File: src/rtl/esc_pkg.sv
package esc_pkg;

  // configuration register indexes
  localparam logic [1:0] CFG_LOWEST   = 2'd0;
  localparam logic [1:0] CFG_HIGHEST  = 2'd1;
  localparam logic [1:0] CFG_CAPACITY = 2'd2;

  localparam logic [3:0] RST_LOWEST   = 4'd0;
  localparam logic [3:0] RST_HIGHEST  = 4'd15;
  localparam logic [3:0] RST_CAPACITY = 4'd4;

  localparam int IN_TDATA_W  = 16;
  localparam int OUT_TDATA_W = 24;

  // commands from the sequencer to the datapath
  typedef struct packed {
    logic load;
    logic scan_step;
    logic enq;
    logic dir_up;
    logic dir_dn;
    logic step_begin;
    logic unload;
    logic meta_latch;
    logic pop;
    logic al_inc;
    logic meta_wb;
    logic step_move;
    logic flip;
    logic result;
  } cmd_t;

  // status from the datapath to the sequencer
  typedef struct packed {
    logic in_range;
    logic scan_last;
    logic above;
    logic below;
    logic budget_zero;
    logic can_board;
    logic board_ok;
    logic go_on;
    logic rev;
    logic out_free;
  } sts_t;

endpackage

File: src/rtl/esc_ram.sv
module esc_ram #(
  parameter int WIDTH = 8,
  parameter int DEPTH = 16
) (
  input  logic                     clk,
  input  logic                     we,
  input  logic [$clog2(DEPTH)-1:0] waddr,
  input  logic [WIDTH-1:0]         wdata,
  input  logic [$clog2(DEPTH)-1:0] raddr,
  output logic [WIDTH-1:0]         rdata
);

  logic [WIDTH-1:0] mem [DEPTH];

  // write port and registered read port
  always_ff @(posedge clk) begin
    if (we) begin
      mem[waddr] <= wdata;
    end
    rdata <= mem[raddr];
  end

endmodule

File: src/rtl/esc_dp.sv
module esc_dp #(
  parameter int FLOORS      = 16,
  parameter int NUM_CARS    = 2,
  parameter int QUEUE_DEPTH = 4
) (
  input  logic                                 clk,
  input  logic                                 rst_n,
  input  logic [esc_pkg::IN_TDATA_W-1:0]       in_tdata,
  output logic [esc_pkg::OUT_TDATA_W-1:0]      out_tdata,
  output logic                                 out_tvalid,
  input  logic                                 out_tready,
  input  logic                                 cfg_valid,
  output logic                                 cfg_ready,
  input  logic [1:0]                           cfg_index,
  input  logic [3:0]                           cfg_data,
  input  esc_pkg::cmd_t                        cmd,
  output esc_pkg::sts_t                        sts
);

  localparam int FLW    = $clog2(FLOORS);
  localparam int VW     = (FLW > 4) ? FLW : 4;
  localparam int CW     = (NUM_CARS > 1) ? $clog2(NUM_CARS) : 1;
  localparam int SLOTS  = NUM_CARS * FLOORS;
  localparam int AW     = $clog2(SLOTS);
  localparam int MDEPTH = 2 * SLOTS;
  localparam int MAW    = $clog2(MDEPTH);
  localparam int DDEPTH = 2 * SLOTS * QUEUE_DEPTH;
  localparam int DAW    = $clog2(DDEPTH);
  localparam int HW     = (QUEUE_DEPTH > 1) ? $clog2(QUEUE_DEPTH) : 1;
  localparam int QCW    = $clog2(QUEUE_DEPTH + 1);
  localparam int BUDGET = 4 * FLOORS * (2 * FLOORS * QUEUE_DEPTH + 16);
  localparam int BW     = $clog2(BUDGET + 1);

  // configuration
  logic [3:0] lo_cfg_r, hi_cfg_r, cap_r;
  // current call
  logic [3:0] floor_r, dest_r;
  logic       down_r, known_r;
  // dispatch scan
  logic [CW-1:0] idx_r, car_r;
  logic [VW:0]   best_d_r;
  // per-car state
  logic [FLW-1:0] car_floor_r [NUM_CARS];
  logic [3:0]     riders_r    [NUM_CARS];
  // non-empty flags, one per slot
  logic [SLOTS-1:0] up_nz_r, dn_nz_r, al_nz_r;
  // run state
  logic           dir_dn_r, dropped_r, m_nz_r, al_hit_r;
  logic [7:0]     delivered_r;
  logic [BW-1:0]  budget_r;
  logic [QCW-1:0] cnt_r;
  logic [HW-1:0]  head_r;
  logic [FLW-1:0] ad_r;
  logic           out_valid_r;
  logic [esc_pkg::OUT_TDATA_W-1:0] out_data_r;

  logic [VW-1:0]  lo_v, hi_v, floor_v, cur_fv, dest_v, scan_fv, car_gap;
  logic [FLW-1:0] cur_f;
  logic [3:0]     riders_c;
  logic [AW-1:0]  slot_f, slot_call, slot_d;
  logic [FLOORS-1:0] up_c, dn_c, al_c, mask_ge;
  logic [MAW-1:0] m_raddr, m_waddr;
  logic           m_we;
  logic [HW+QCW-1:0] m_wdata, m_q;
  logic [QCW-1:0] m_cnt;
  logic [HW-1:0]  m_head;
  logic [QCW:0]   pos_sum;
  logic [HW-1:0]  pos, head_inc;
  logic [DAW-1:0] d_raddr, d_waddr;
  logic           d_we;
  logic [4:0]     d_q;
  logic [AW-1:0]  a_raddr, a_waddr;
  logic           a_we;
  logic [3:0]     a_wdata, a_q, a_n;
  logic [8:0]     dsum;
  logic           any_left, m_nz_sel;

  assign cfg_ready = 1'b1;
  assign out_tvalid = out_valid_r;
  assign out_tdata  = out_data_r;

  // served range and working slot
  always_comb begin
    lo_v      = VW'(lo_cfg_r);
    hi_v      = (VW'(hi_cfg_r) > VW'(FLOORS - 1)) ? VW'(FLOORS - 1) : VW'(hi_cfg_r);
    floor_v   = VW'(floor_r);
    dest_v    = VW'(d_q[3:0]);
    cur_f     = car_floor_r[car_r];
    cur_fv    = VW'(cur_f);
    riders_c  = riders_r[car_r];
    slot_f    = AW'(car_r * FLOORS + cur_f);
    slot_call = AW'(car_r * FLOORS + floor_v);
    slot_d    = AW'(car_r * FLOORS + dest_v);
    up_c      = up_nz_r[car_r * FLOORS +: FLOORS];
    dn_c      = dn_nz_r[car_r * FLOORS +: FLOORS];
    al_c      = al_nz_r[car_r * FLOORS +: FLOORS];
    for (int fl = 0; fl < FLOORS; fl++) begin
      mask_ge[fl] = (FLW + 1)'(fl) >= {1'b0, cur_f};
    end
    scan_fv = VW'(car_floor_r[idx_r]);
    car_gap = (scan_fv > floor_v) ? scan_fv - floor_v : floor_v - scan_fv;
    any_left = |(up_c | dn_c | al_c);
  end

  // status to the sequencer
  always_comb begin
    sts.in_range    = !(floor_v < lo_v || floor_v > hi_v);
    sts.scan_last   = idx_r == CW'(NUM_CARS - 1);
    sts.above       = |((al_c | up_c) & mask_ge);
    sts.below       = |((al_c | dn_c) & ~mask_ge);
    sts.budget_zero = budget_r == '0;
    sts.can_board   = (cnt_r != '0) && (riders_c < cap_r);
    sts.board_ok    = d_q[4] && !(dest_v < lo_v || dest_v > hi_v);
    sts.go_on       = dir_dn_r ? (sts.below && cur_fv > lo_v)
                               : (sts.above && cur_fv < hi_v);
    sts.rev         = dir_dn_r ? sts.above : sts.below;
    sts.out_free    = !out_valid_r || out_tready;
  end

  // queue bookkeeping RAM: head and count per direction and slot
  always_comb begin
    if (cmd.unload) begin
      m_raddr  = MAW'(dir_dn_r * SLOTS + slot_f);
      m_nz_sel = dir_dn_r ? dn_nz_r[slot_f] : up_nz_r[slot_f];
    end else begin
      m_raddr  = MAW'(down_r * SLOTS + slot_call);
      m_nz_sel = down_r ? dn_nz_r[slot_call] : up_nz_r[slot_call];
    end
    m_cnt   = m_nz_r ? m_q[QCW-1:0] : '0;
    m_head  = m_nz_r ? m_q[HW+QCW-1:QCW] : '0;
    pos_sum = (QCW + 1)'(m_head) + (QCW + 1)'(m_cnt);
    pos     = (pos_sum >= (QCW + 1)'(QUEUE_DEPTH)) ?
              HW'(pos_sum - (QCW + 1)'(QUEUE_DEPTH)) : HW'(pos_sum);
    head_inc = ((HW + 1)'(head_r) + 1'b1 >= (HW + 1)'(QUEUE_DEPTH)) ?
               '0 : HW'((HW + 1)'(head_r) + 1'b1);
    m_we    = (cmd.enq && m_cnt < QCW'(QUEUE_DEPTH)) || cmd.meta_wb;
    if (cmd.meta_wb) begin
      m_waddr = MAW'(dir_dn_r * SLOTS + slot_f);
      m_wdata = {head_r, cnt_r};
    end else begin
      m_waddr = MAW'(down_r * SLOTS + slot_call);
      m_wdata = {m_head, QCW'(m_cnt + 1'b1)};
    end
  end

  // waiting destination RAM
  always_comb begin
    d_we    = cmd.enq && m_cnt < QCW'(QUEUE_DEPTH);
    d_waddr = DAW'((down_r * SLOTS + slot_call) * QUEUE_DEPTH + pos);
    d_raddr = DAW'((dir_dn_r * SLOTS + slot_f) * QUEUE_DEPTH + head_r);
  end

  // alighting count RAM
  always_comb begin
    a_raddr = cmd.pop ? slot_d : slot_f;
    a_n     = al_hit_r ? a_q : 4'd0;
    a_we    = cmd.al_inc;
    a_waddr = AW'(car_r * FLOORS + ad_r);
    a_wdata = a_n + 4'd1;
    dsum    = {1'b0, delivered_r} + 9'(a_n);
  end

  esc_ram #(.WIDTH(HW + QCW), .DEPTH(MDEPTH)) u_meta (
    .clk(clk), .we(m_we), .waddr(m_waddr), .wdata(m_wdata),
    .raddr(m_raddr), .rdata(m_q)
  );

  esc_ram #(.WIDTH(5), .DEPTH(DDEPTH)) u_dest (
    .clk(clk), .we(d_we), .waddr(d_waddr),
    .wdata({known_r, dest_r & {4{known_r}}}),
    .raddr(d_raddr), .rdata(d_q)
  );

  esc_ram #(.WIDTH(4), .DEPTH(SLOTS)) u_alight (
    .clk(clk), .we(a_we), .waddr(a_waddr), .wdata(a_wdata),
    .raddr(a_raddr), .rdata(a_q)
  );

  // control state: configuration, flags, per-car state, output slot
  always_ff @(posedge clk) begin
    if (!rst_n) begin
      lo_cfg_r    <= esc_pkg::RST_LOWEST;
      hi_cfg_r    <= esc_pkg::RST_HIGHEST;
      cap_r       <= esc_pkg::RST_CAPACITY;
      up_nz_r     <= '0;
      dn_nz_r     <= '0;
      al_nz_r     <= '0;
      out_valid_r <= 1'b0;
      for (int c = 0; c < NUM_CARS; c++) begin
        car_floor_r[c] <= '0;
        riders_r[c]    <= '0;
      end
    end else begin
      if (cfg_valid) begin
        unique case (cfg_index)
          esc_pkg::CFG_LOWEST:   lo_cfg_r <= cfg_data;
          esc_pkg::CFG_HIGHEST:  hi_cfg_r <= cfg_data;
          esc_pkg::CFG_CAPACITY: cap_r    <= cfg_data;
          default: ;
        endcase
      end
      // join the call to its queue
      if (cmd.enq && m_cnt < QCW'(QUEUE_DEPTH)) begin
        if (down_r) dn_nz_r[slot_call] <= 1'b1;
        else        up_nz_r[slot_call] <= 1'b1;
      end
      // unload riders bound here
      if (cmd.unload) begin
        al_nz_r[slot_f] <= 1'b0;
        riders_r[car_r] <= (riders_c > a_n) ? riders_c - a_n : 4'd0;
      end
      if (cmd.pop && sts.board_ok) begin
        riders_r[car_r] <= riders_c + 4'd1;
      end
      if (cmd.al_inc) begin
        al_nz_r[a_waddr] <= 1'b1;
      end
      if (cmd.meta_wb) begin
        if (dir_dn_r) dn_nz_r[slot_f] <= cnt_r != '0;
        else          up_nz_r[slot_f] <= cnt_r != '0;
      end
      if (cmd.step_move) begin
        car_floor_r[car_r] <= dir_dn_r ? cur_f - 1'b1 : cur_f + 1'b1;
      end
      // hold the result until taken
      if (cmd.result) begin
        out_valid_r <= 1'b1;
      end else if (out_tready) begin
        out_valid_r <= 1'b0;
      end
    end
  end

  // payload and run registers
  always_ff @(posedge clk) begin
    m_nz_r   <= m_nz_sel;
    al_hit_r <= al_nz_r[a_raddr];
    if (cmd.load) begin
      floor_r   <= in_tdata[3:0];
      down_r    <= in_tdata[4];
      dest_r    <= in_tdata[8:5];
      known_r   <= in_tdata[9];
      idx_r     <= '0;
      car_r     <= '0;
      best_d_r  <= '1;
      dropped_r <= 1'b0;
    end
    if (cmd.scan_step) begin
      if ({1'b0, car_gap} < best_d_r) begin
        best_d_r <= {1'b0, car_gap};
        car_r    <= idx_r;
      end
      idx_r <= idx_r + 1'b1;
    end
    if (cmd.enq) begin
      delivered_r <= '0;
      budget_r    <= BW'(BUDGET);
      if (m_cnt >= QCW'(QUEUE_DEPTH)) dropped_r <= 1'b1;
    end
    if (cmd.dir_up) dir_dn_r <= 1'b0;
    if (cmd.dir_dn) dir_dn_r <= 1'b1;
    if (cmd.flip)   dir_dn_r <= ~dir_dn_r;
    if (cmd.step_begin) budget_r <= budget_r - 1'b1;
    if (cmd.unload) delivered_r <= dsum[8] ? 8'hff : dsum[7:0];
    if (cmd.meta_latch) begin
      cnt_r  <= m_cnt;
      head_r <= m_head;
    end
    if (cmd.pop) begin
      cnt_r  <= cnt_r - 1'b1;
      head_r <= head_inc;
      ad_r   <= FLW'(dest_v);
    end
    if (cmd.result) begin
      if (sts.in_range) begin
        out_data_r <= {6'd0, any_left, dropped_r, delivered_r, cur_fv[3:0],
                       3'(car_r), 1'b1};
      end else begin
        out_data_r <= '0;
      end
    end
  end

endmodule

File: src/rtl/esc_ctrl.sv
module esc_ctrl (
  input  logic          clk,
  input  logic          rst_n,
  input  logic          in_tvalid,
  output logic          in_tready,
  input  esc_pkg::sts_t sts,
  output esc_pkg::cmd_t cmd
);

  localparam logic [3:0] S_IDLE   = 4'd0;
  localparam logic [3:0] S_CHECK  = 4'd1;
  localparam logic [3:0] S_SCAN   = 4'd2;
  localparam logic [3:0] S_QRD    = 4'd3;
  localparam logic [3:0] S_ENQ    = 4'd4;
  localparam logic [3:0] S_DIR    = 4'd5;
  localparam logic [3:0] S_STEP   = 4'd6;
  localparam logic [3:0] S_UNLOAD = 4'd7;
  localparam logic [3:0] S_BLATCH = 4'd8;
  localparam logic [3:0] S_BRD    = 4'd9;
  localparam logic [3:0] S_BDEST  = 4'd10;
  localparam logic [3:0] S_BALI   = 4'd11;
  localparam logic [3:0] S_MOVE   = 4'd12;
  localparam logic [3:0] S_DONE   = 4'd13;

  logic [3:0] state_r, state_nxt;

  assign in_tready = state_r == S_IDLE;

  // sequence one call through dispatch and its run
  always_comb begin
    cmd       = '0;
    state_nxt = state_r;
    unique case (state_r)
      S_IDLE: begin
        if (in_tvalid) begin
          cmd.load  = 1'b1;
          state_nxt = S_CHECK;
        end
      end
      S_CHECK:  state_nxt = sts.in_range ? S_SCAN : S_DONE;
      S_SCAN: begin
        cmd.scan_step = 1'b1;
        if (sts.scan_last) state_nxt = S_QRD;
      end
      S_QRD:    state_nxt = S_ENQ;
      S_ENQ: begin
        cmd.enq   = 1'b1;
        state_nxt = S_DIR;
      end
      S_DIR: begin
        if (sts.above) begin
          cmd.dir_up = 1'b1;
          state_nxt  = S_STEP;
        end else if (sts.below) begin
          cmd.dir_dn = 1'b1;
          state_nxt  = S_STEP;
        end else begin
          state_nxt = S_DONE;
        end
      end
      S_STEP: begin
        if (sts.budget_zero) begin
          state_nxt = S_DONE;
        end else begin
          cmd.step_begin = 1'b1;
          state_nxt      = S_UNLOAD;
        end
      end
      S_UNLOAD: begin
        cmd.unload = 1'b1;
        state_nxt  = S_BLATCH;
      end
      S_BLATCH: begin
        cmd.meta_latch = 1'b1;
        state_nxt      = S_BRD;
      end
      S_BRD: begin
        if (sts.can_board) begin
          state_nxt = S_BDEST;
        end else begin
          cmd.meta_wb = 1'b1;
          state_nxt   = S_MOVE;
        end
      end
      S_BDEST: begin
        cmd.pop   = 1'b1;
        state_nxt = sts.board_ok ? S_BALI : S_BRD;
      end
      S_BALI: begin
        cmd.al_inc = 1'b1;
        state_nxt  = S_BRD;
      end
      S_MOVE: begin
        if (sts.go_on) begin
          cmd.step_move = 1'b1;
          state_nxt     = S_STEP;
        end else if (sts.rev) begin
          cmd.flip  = 1'b1;
          state_nxt = S_STEP;
        end else begin
          state_nxt = S_DONE;
        end
      end
      S_DONE: begin
        if (sts.out_free) begin
          cmd.result = 1'b1;
          state_nxt  = S_IDLE;
        end
      end
      default: state_nxt = S_IDLE;
    endcase
  end

  always_ff @(posedge clk) begin
    if (!rst_n) begin
      state_r <= S_IDLE;
    end else begin
      state_r <= state_nxt;
    end
  end

endmodule

File: src/rtl/elevator_group_scan_controller.sv
// An out-of-range call goes straight to an all-zero result; otherwise the nearest
// car is picked, the call joins its floor queue and the car runs service steps
// (unload, board from the queue, move on or reverse) until no work is left or its
// step budget is spent. Calls are taken one at a time, a new one only in idle once
// the last result is in the output register; all cars share the queue RAMs.
// Reset (synchronous, rst_n low): configuration to defaults, all cars at floor 0,
// all queues and rider counts empty; no clearing pass is needed.
module elevator_group_scan_controller #(
  parameter int FLOORS      = 16,
  parameter int NUM_CARS    = 2,
  parameter int QUEUE_DEPTH = 4
) (
  input  logic                            clk,
  input  logic                            rst_n,
  input  logic                            in_tvalid,
  output logic                            in_tready,
  // call_floor[3:0], call_down[4], target_floor[8:5], dest_known[9], zeros above
  input  logic [esc_pkg::IN_TDATA_W-1:0]  in_tdata,
  output logic                            out_tvalid,
  input  logic                            out_tready,
  // car_found[0], car_index[3:1], final_floor[7:4], delivered[15:8],
  // call_dropped[16], calls_left[17], zeros above
  output logic [esc_pkg::OUT_TDATA_W-1:0] out_tdata,
  input  logic                            cfg_valid,
  output logic                            cfg_ready,
  input  logic [1:0]                      cfg_index,
  input  logic [3:0]                      cfg_data
);

  esc_pkg::cmd_t cmd;
  esc_pkg::sts_t sts;

  esc_ctrl u_ctrl (
    .clk(clk), .rst_n(rst_n), .in_tvalid(in_tvalid), .in_tready(in_tready),
    .sts(sts), .cmd(cmd)
  );

  esc_dp #(
    .FLOORS(FLOORS), .NUM_CARS(NUM_CARS), .QUEUE_DEPTH(QUEUE_DEPTH)
  ) u_dp (
    .clk(clk), .rst_n(rst_n), .in_tdata(in_tdata),
    .out_tdata(out_tdata), .out_tvalid(out_tvalid), .out_tready(out_tready),
    .cfg_valid(cfg_valid), .cfg_ready(cfg_ready), .cfg_index(cfg_index),
    .cfg_data(cfg_data), .cmd(cmd), .sts(sts)
  );

endmodule

File: config.mk
export PLATFORM = sky130hd
export DESIGN_NAME = elevator_group_scan_controller
export DESIGN_NICKNAME = d
export VERILOG_FILES = /design/src/rtl/esc_pkg.sv /design/src/rtl/esc_ram.sv /design/src/rtl/esc_dp.sv /design/src/rtl/esc_ctrl.sv /design/src/rtl/elevator_group_scan_controller.sv
export SDC_FILE = /design/constraint.sdc
export NUM_CORES = 2
export LEC_CHECK = 0
export BUFFER_PORTS_ARGS = -buffer_cell sky130_fd_sc_hd__buf_2
export CAP_MARGIN = 0
export CORE_MARGIN = 10
export CORE_UTILIZATION = 40
export DETAILED_ROUTE_END_ITERATION = 12
export GPL_ROUTABILITY_DRIVEN = 0
export GPL_TIMING_DRIVEN = 0
export PLACE_DENSITY_LB_ADDON = 0.1
export SYNTH_ARGS = -nofsm -noshare
export SYNTH_HDL_FRONTEND = slang
export SYNTH_HIERARCHICAL = 1
export SYNTH_SLANG_ARGS = --single-unit
File: constraint.sdc
create_clock -name clk -period 8.74 [get_ports clk]
set_input_delay 1.311 -clock clk [delete_from_list [all_inputs] [get_ports clk]]
set_output_delay 1.311 -clock clk [all_outputs]
set_load 0.01 [all_outputs]
==> metrics.md <==
| Metric | Value |
|---|---|
| Hold WC Path Type | flop to flop |
| Worst-path cell chain | buf_6 -> clkbuf_1 -> clkbuf_1 -> mux2_2 -> ha_1 -> a21boi_0 -> o21ai_1 -> nand2b_1 -> a211oi_1 -> nor4_1 -> and2_1 -> clkbuf_1 -> clkbuf_1 -> o21bai_1 -> clkbuf_1 -> or3b_2 -> clkbuf_1 -> nor2_1 |
| Die Ht | 471 um |
| Synth Area in Simple Gates | 7.38% |
| DR vias | 48.3k |
| Cells after Synth | 4886 |
| Async SR Flop Fraction | 0% |
| Fin. Hold Viols | 0 |
| Hold Crit Start | u_dp/best_d_r[4] |
| Width of the die | 471 um |
| Via density | 6.03 |
| Largest family of logic cells by synthesized area | multiplexers |
| Xor/xnor share of the synthesized area | 0.291% |
| Max Cap Viol | 1 |
| Synthesized flop and latch total | 1940 |
| Initial DRC Count | 6414 |
| Post-synth EDFFs | 1803 |
| Core Box Area | 202000 um^2 |
| CTS tree | done |
| Pins Over Slew Limit | 9 |
| Cell family with most CP delay | buffers and inverters |
| Top FF cell, synth | edfxtp_1 |
| Critical path type | flop to flop |
| Hold_ws | 0.457 ns |
| M3 GR Usage | 5.60% |
| Critical path launch point | u_dp/car_r |
| Cell mode on critical path | clkbuf_1 |
| Slew @ Worst Pin | 1.51 ns |
| Initial antenna violation count | 10 |
| Pre-CTS WS | 0.623 ns |
| Setup TNS | 0 ns |
| Total GRT Usage | 23.1% |
| Synth top area cells | edfxtp_1, mux4_2, dfxtp_1 |
| Worst setup SP type | flop |
| CTS sink cnt | 1940 |
| First-pass GRT wire length | 368 mm |
| Final ANT Viol Nets | 0 |
| Most Crowded Layer GR | met2 |
| Synth Area in Compound Gates | 5.03% |
| Pwr/cell area | 275 nW/um^2 |
| CTS Buf Count | 205 |
| Root buffer cell | clkbuf_16 |
| Post-layout min period | 8.46 ns |
| Layout Nets | 5262 |
| Post-CTS Resized | 0 |
| Worst setup margin | 0.278 ns |
| Largest net degree at the start of global routing | 88 |
| LEAKAGE | 0.0292 uW |
| Slowest cell on the critical path | nor4_1 |
| HPWL Detailed | 184 mm |
| # setup viols final | 0 |
| Worst VDD drop | 0.244 mV |
| Grt met2 use | 35.0% |
| Hold Crit Depth | 1 |
| Reg2reg start | u_dp/car_r |
| Clock Skews | 0.0446 ns |
| Detailed-route wire length | 263 mm |
| Status | complete, but fails checks |
| Gr ovfl total | 0 |
| Failing checks | design-rule violations, max-capacitance violations, max-slew violations |
| Sequential-to-total area share from yosys stat | 69.9% |
| Synth Cell Area | 81400 um^2 |
| Number of global-route vias before repair | 47.2k |
| Biggest area consumer among synthesized cells | edfxtp_1 |
| Synth warnings | 6 |
| Most frequent cells in the layout | edfxtp_1, nor2_1, mux4_2 |
| Post-CTS Setup Inserts | 0 |
| Fillers | 17.6k |
| Maximum fanout along the worst path | 26 |
| Bufs and invs on worst path | 7 |
| Syn Area/Cell | 16.7 um^2 |
| RSZ-0062 raised after global routing | false |
| # IOs | 54 |
| Remaining DRCs | 2 |
| CP arrival | 8.93 ns |
| Cell count along the critical path | 18 |
| Most common cell after layout, fill and taps aside | edfxtp_1 |
| Mux share of post-synthesis cell area | 14.2% |
| Reg2Reg Depth | 18 |
| Site Rows | 165 |
| Worst-path clk slew | 0.06 ns |
| CTS HTree Levels | 4 |
| Maximum clock path buffer count | 3 |
| F_max | 0.118 GHz |
| Skew-Pair Late Insertion Delay | 0.86 ns |
| Die area | 222000 um^2 |
| Area Overhead vs Synth | 13.7% |
| Synth cell types | 91 |
| Initial Utilization | 40.2% |
| WL/cell | 32.8 um |
| Synth top area share | 66.5% |
| Iteration count of the initial detailed-routing pass | 12 |
| Grt met1 use | 33.1% |
| Hold_buf cts | 0 |
| Share of cells above drive strength 1 | 18.0% |
| Port-buffer cells | 38 |
| Slew headroom | -1.56% |
| Synth Area in Adders | 0.972% |
| Fin crit share | 96.8% |
| Max stage delay on crit path | 1.18 ns |
| WP data required | 9.21 ns |
| CP Capture Type | flop |
-- state kept, by name, indices dropped and copies added (netlist names), 5 cells and up, named ones only --
name               flops
u_dp/u_dest/mem     1280
u_dp/u_alight/mem    128
u_dp/best_d_r          5
u_dp/riders_r          8
u_dp/u_dest/rdata      5
u_dp/out_tdata        16
u_dp/u_meta/rdata      5
u_dp/budget_r         14
u_dp/delivered_r       8
u_dp/al_nz_r          32
u_dp/up_nz_r          32
u_dp/u_meta/mem      320
u_dp/dn_nz_r          32
u_dp/car_floor_r       8
-- worst reg2reg max path, cell delays in order, from the launching register on --
cell and delay, ns:
dfxtp_2 0.90, buf_6 0.29, clkbuf_1 0.51, clkbuf_1 0.78, mux2_2 0.50, ha_1 0.29
a21boi_0 0.17, o21ai_1 0.08, nand2b_1 0.09, a211oi_1 0.12, nor4_1 1.18, and2_1 0.26
clkbuf_1 0.44, clkbuf_1 0.56, o21bai_1 0.22, clkbuf_1 0.52, or3b_2 0.49, clkbuf_1 0.21
nor2_1 0.51
-- layer usage --
metal | wire length, um | vias up
li1 | - | 20087
met1 | 112000 | 25282
met2 | 117000 | 2484
met3 | 25100 | 484
met4 | 8540 | 10
met5 | 103 | -
-- worst paths after layout --
path | to | slack (ns)
max | u_dp/u_meta/mem[35][1] | 0.28
min | u_dp/best_d_r[4] | 0.46
max reg2reg | u_dp/u_meta/mem[35][1] | 0.28
min reg2reg | u_dp/best_d_r[4] | 0.46
-- area by class of cell --
| cell class | instances | area [um^2] | share of cell area [%] |
|---|---|---|---|
| tap | 2672 | 3340 | 3.61 |
| timing repair buffer | 75 | 1080 | 1.17 |
| inverter | 72 | 273 | 0.295 |
| clock inverter | 107 | 1030 | 1.12 |
| clock buffer | 273 | 5510 | 5.96 |
| sequential | 1940 | 56900 | 61.5 |
| multi-input combinational | 2576 | 22800 | 24.7 |
| antenna | 2 | 5.00 | 0.00541 |
| buffer | 305 | 1540 | 1.67 |
-- kinds of logic (layout without fill, tap and decap cells) --
logic type | count (synthesis) | after routing
adder cells (fa/ha/maj) | 61 | 61
multiplexers | 599 | 599
XOR/XNOR | 27 | 27
flip-flops | 1940 | 1940
AO/OA/AOI/OAI | 579 | 579
other | 2 | 11
AND/OR/NAND/NOR | 1301 | 1301
buffers and inverters | 377 | 832
-- metrics by stage --
stage	cells	cell area [um^2]	total power, uW	util (%)
after floorplan	4893	81400	14600	-
after global placement	7603	84900	17100	42.0
after detailed placement	7639	85900	17000	42.5
after CTS	8019	92500	25600	45.7
after global routing	8020	92500	26300	45.7
final	8022	92500	25400	45.7
-- cells in the mapped netlist (12+ instances only) --
cell type / number
edfxtp_1: 1803
nor2_1: 574
mux4_2: 411
nand2_1: 254
clkbuf_1: 178
dfxtp_1: 137
mux2i_1: 137
nand3_1: 97
o21ai_0: 97
nor2b_1: 75
a21oi_1: 73
a22oi_1: 72
inv_1: 64
ha_1: 56
o22ai_1: 54
nand2b_1: 53
buf_2: 46
nor3_1: 43
a221oi_1: 42
buf_4: 38
nor4_1: 37
nand4_1: 36
o311a_1: 33
and2_1: 31
o32ai_1: 30
a31oi_1: 25
mux2_2: 24
buf_1: 21
mux4_1: 21
or3_1: 19
buf_6: 18
o221ai_1: 18
and3_1: 17
nand3b_1: 16
a211oi_1: 14
xor2_1: 14
a21o_1: 13
xnor2_1: 13
o31ai_1: 12
-- power by group --
group          switching, uW  internal (uW)  leakage [uW]
Sequential               170          10900        0.0174
Clock                   3650           4900       0.00316
Combinational           3960           1860       0.00868
Total                   7780          17700        0.0292
(Power assumes the default switching activity.)
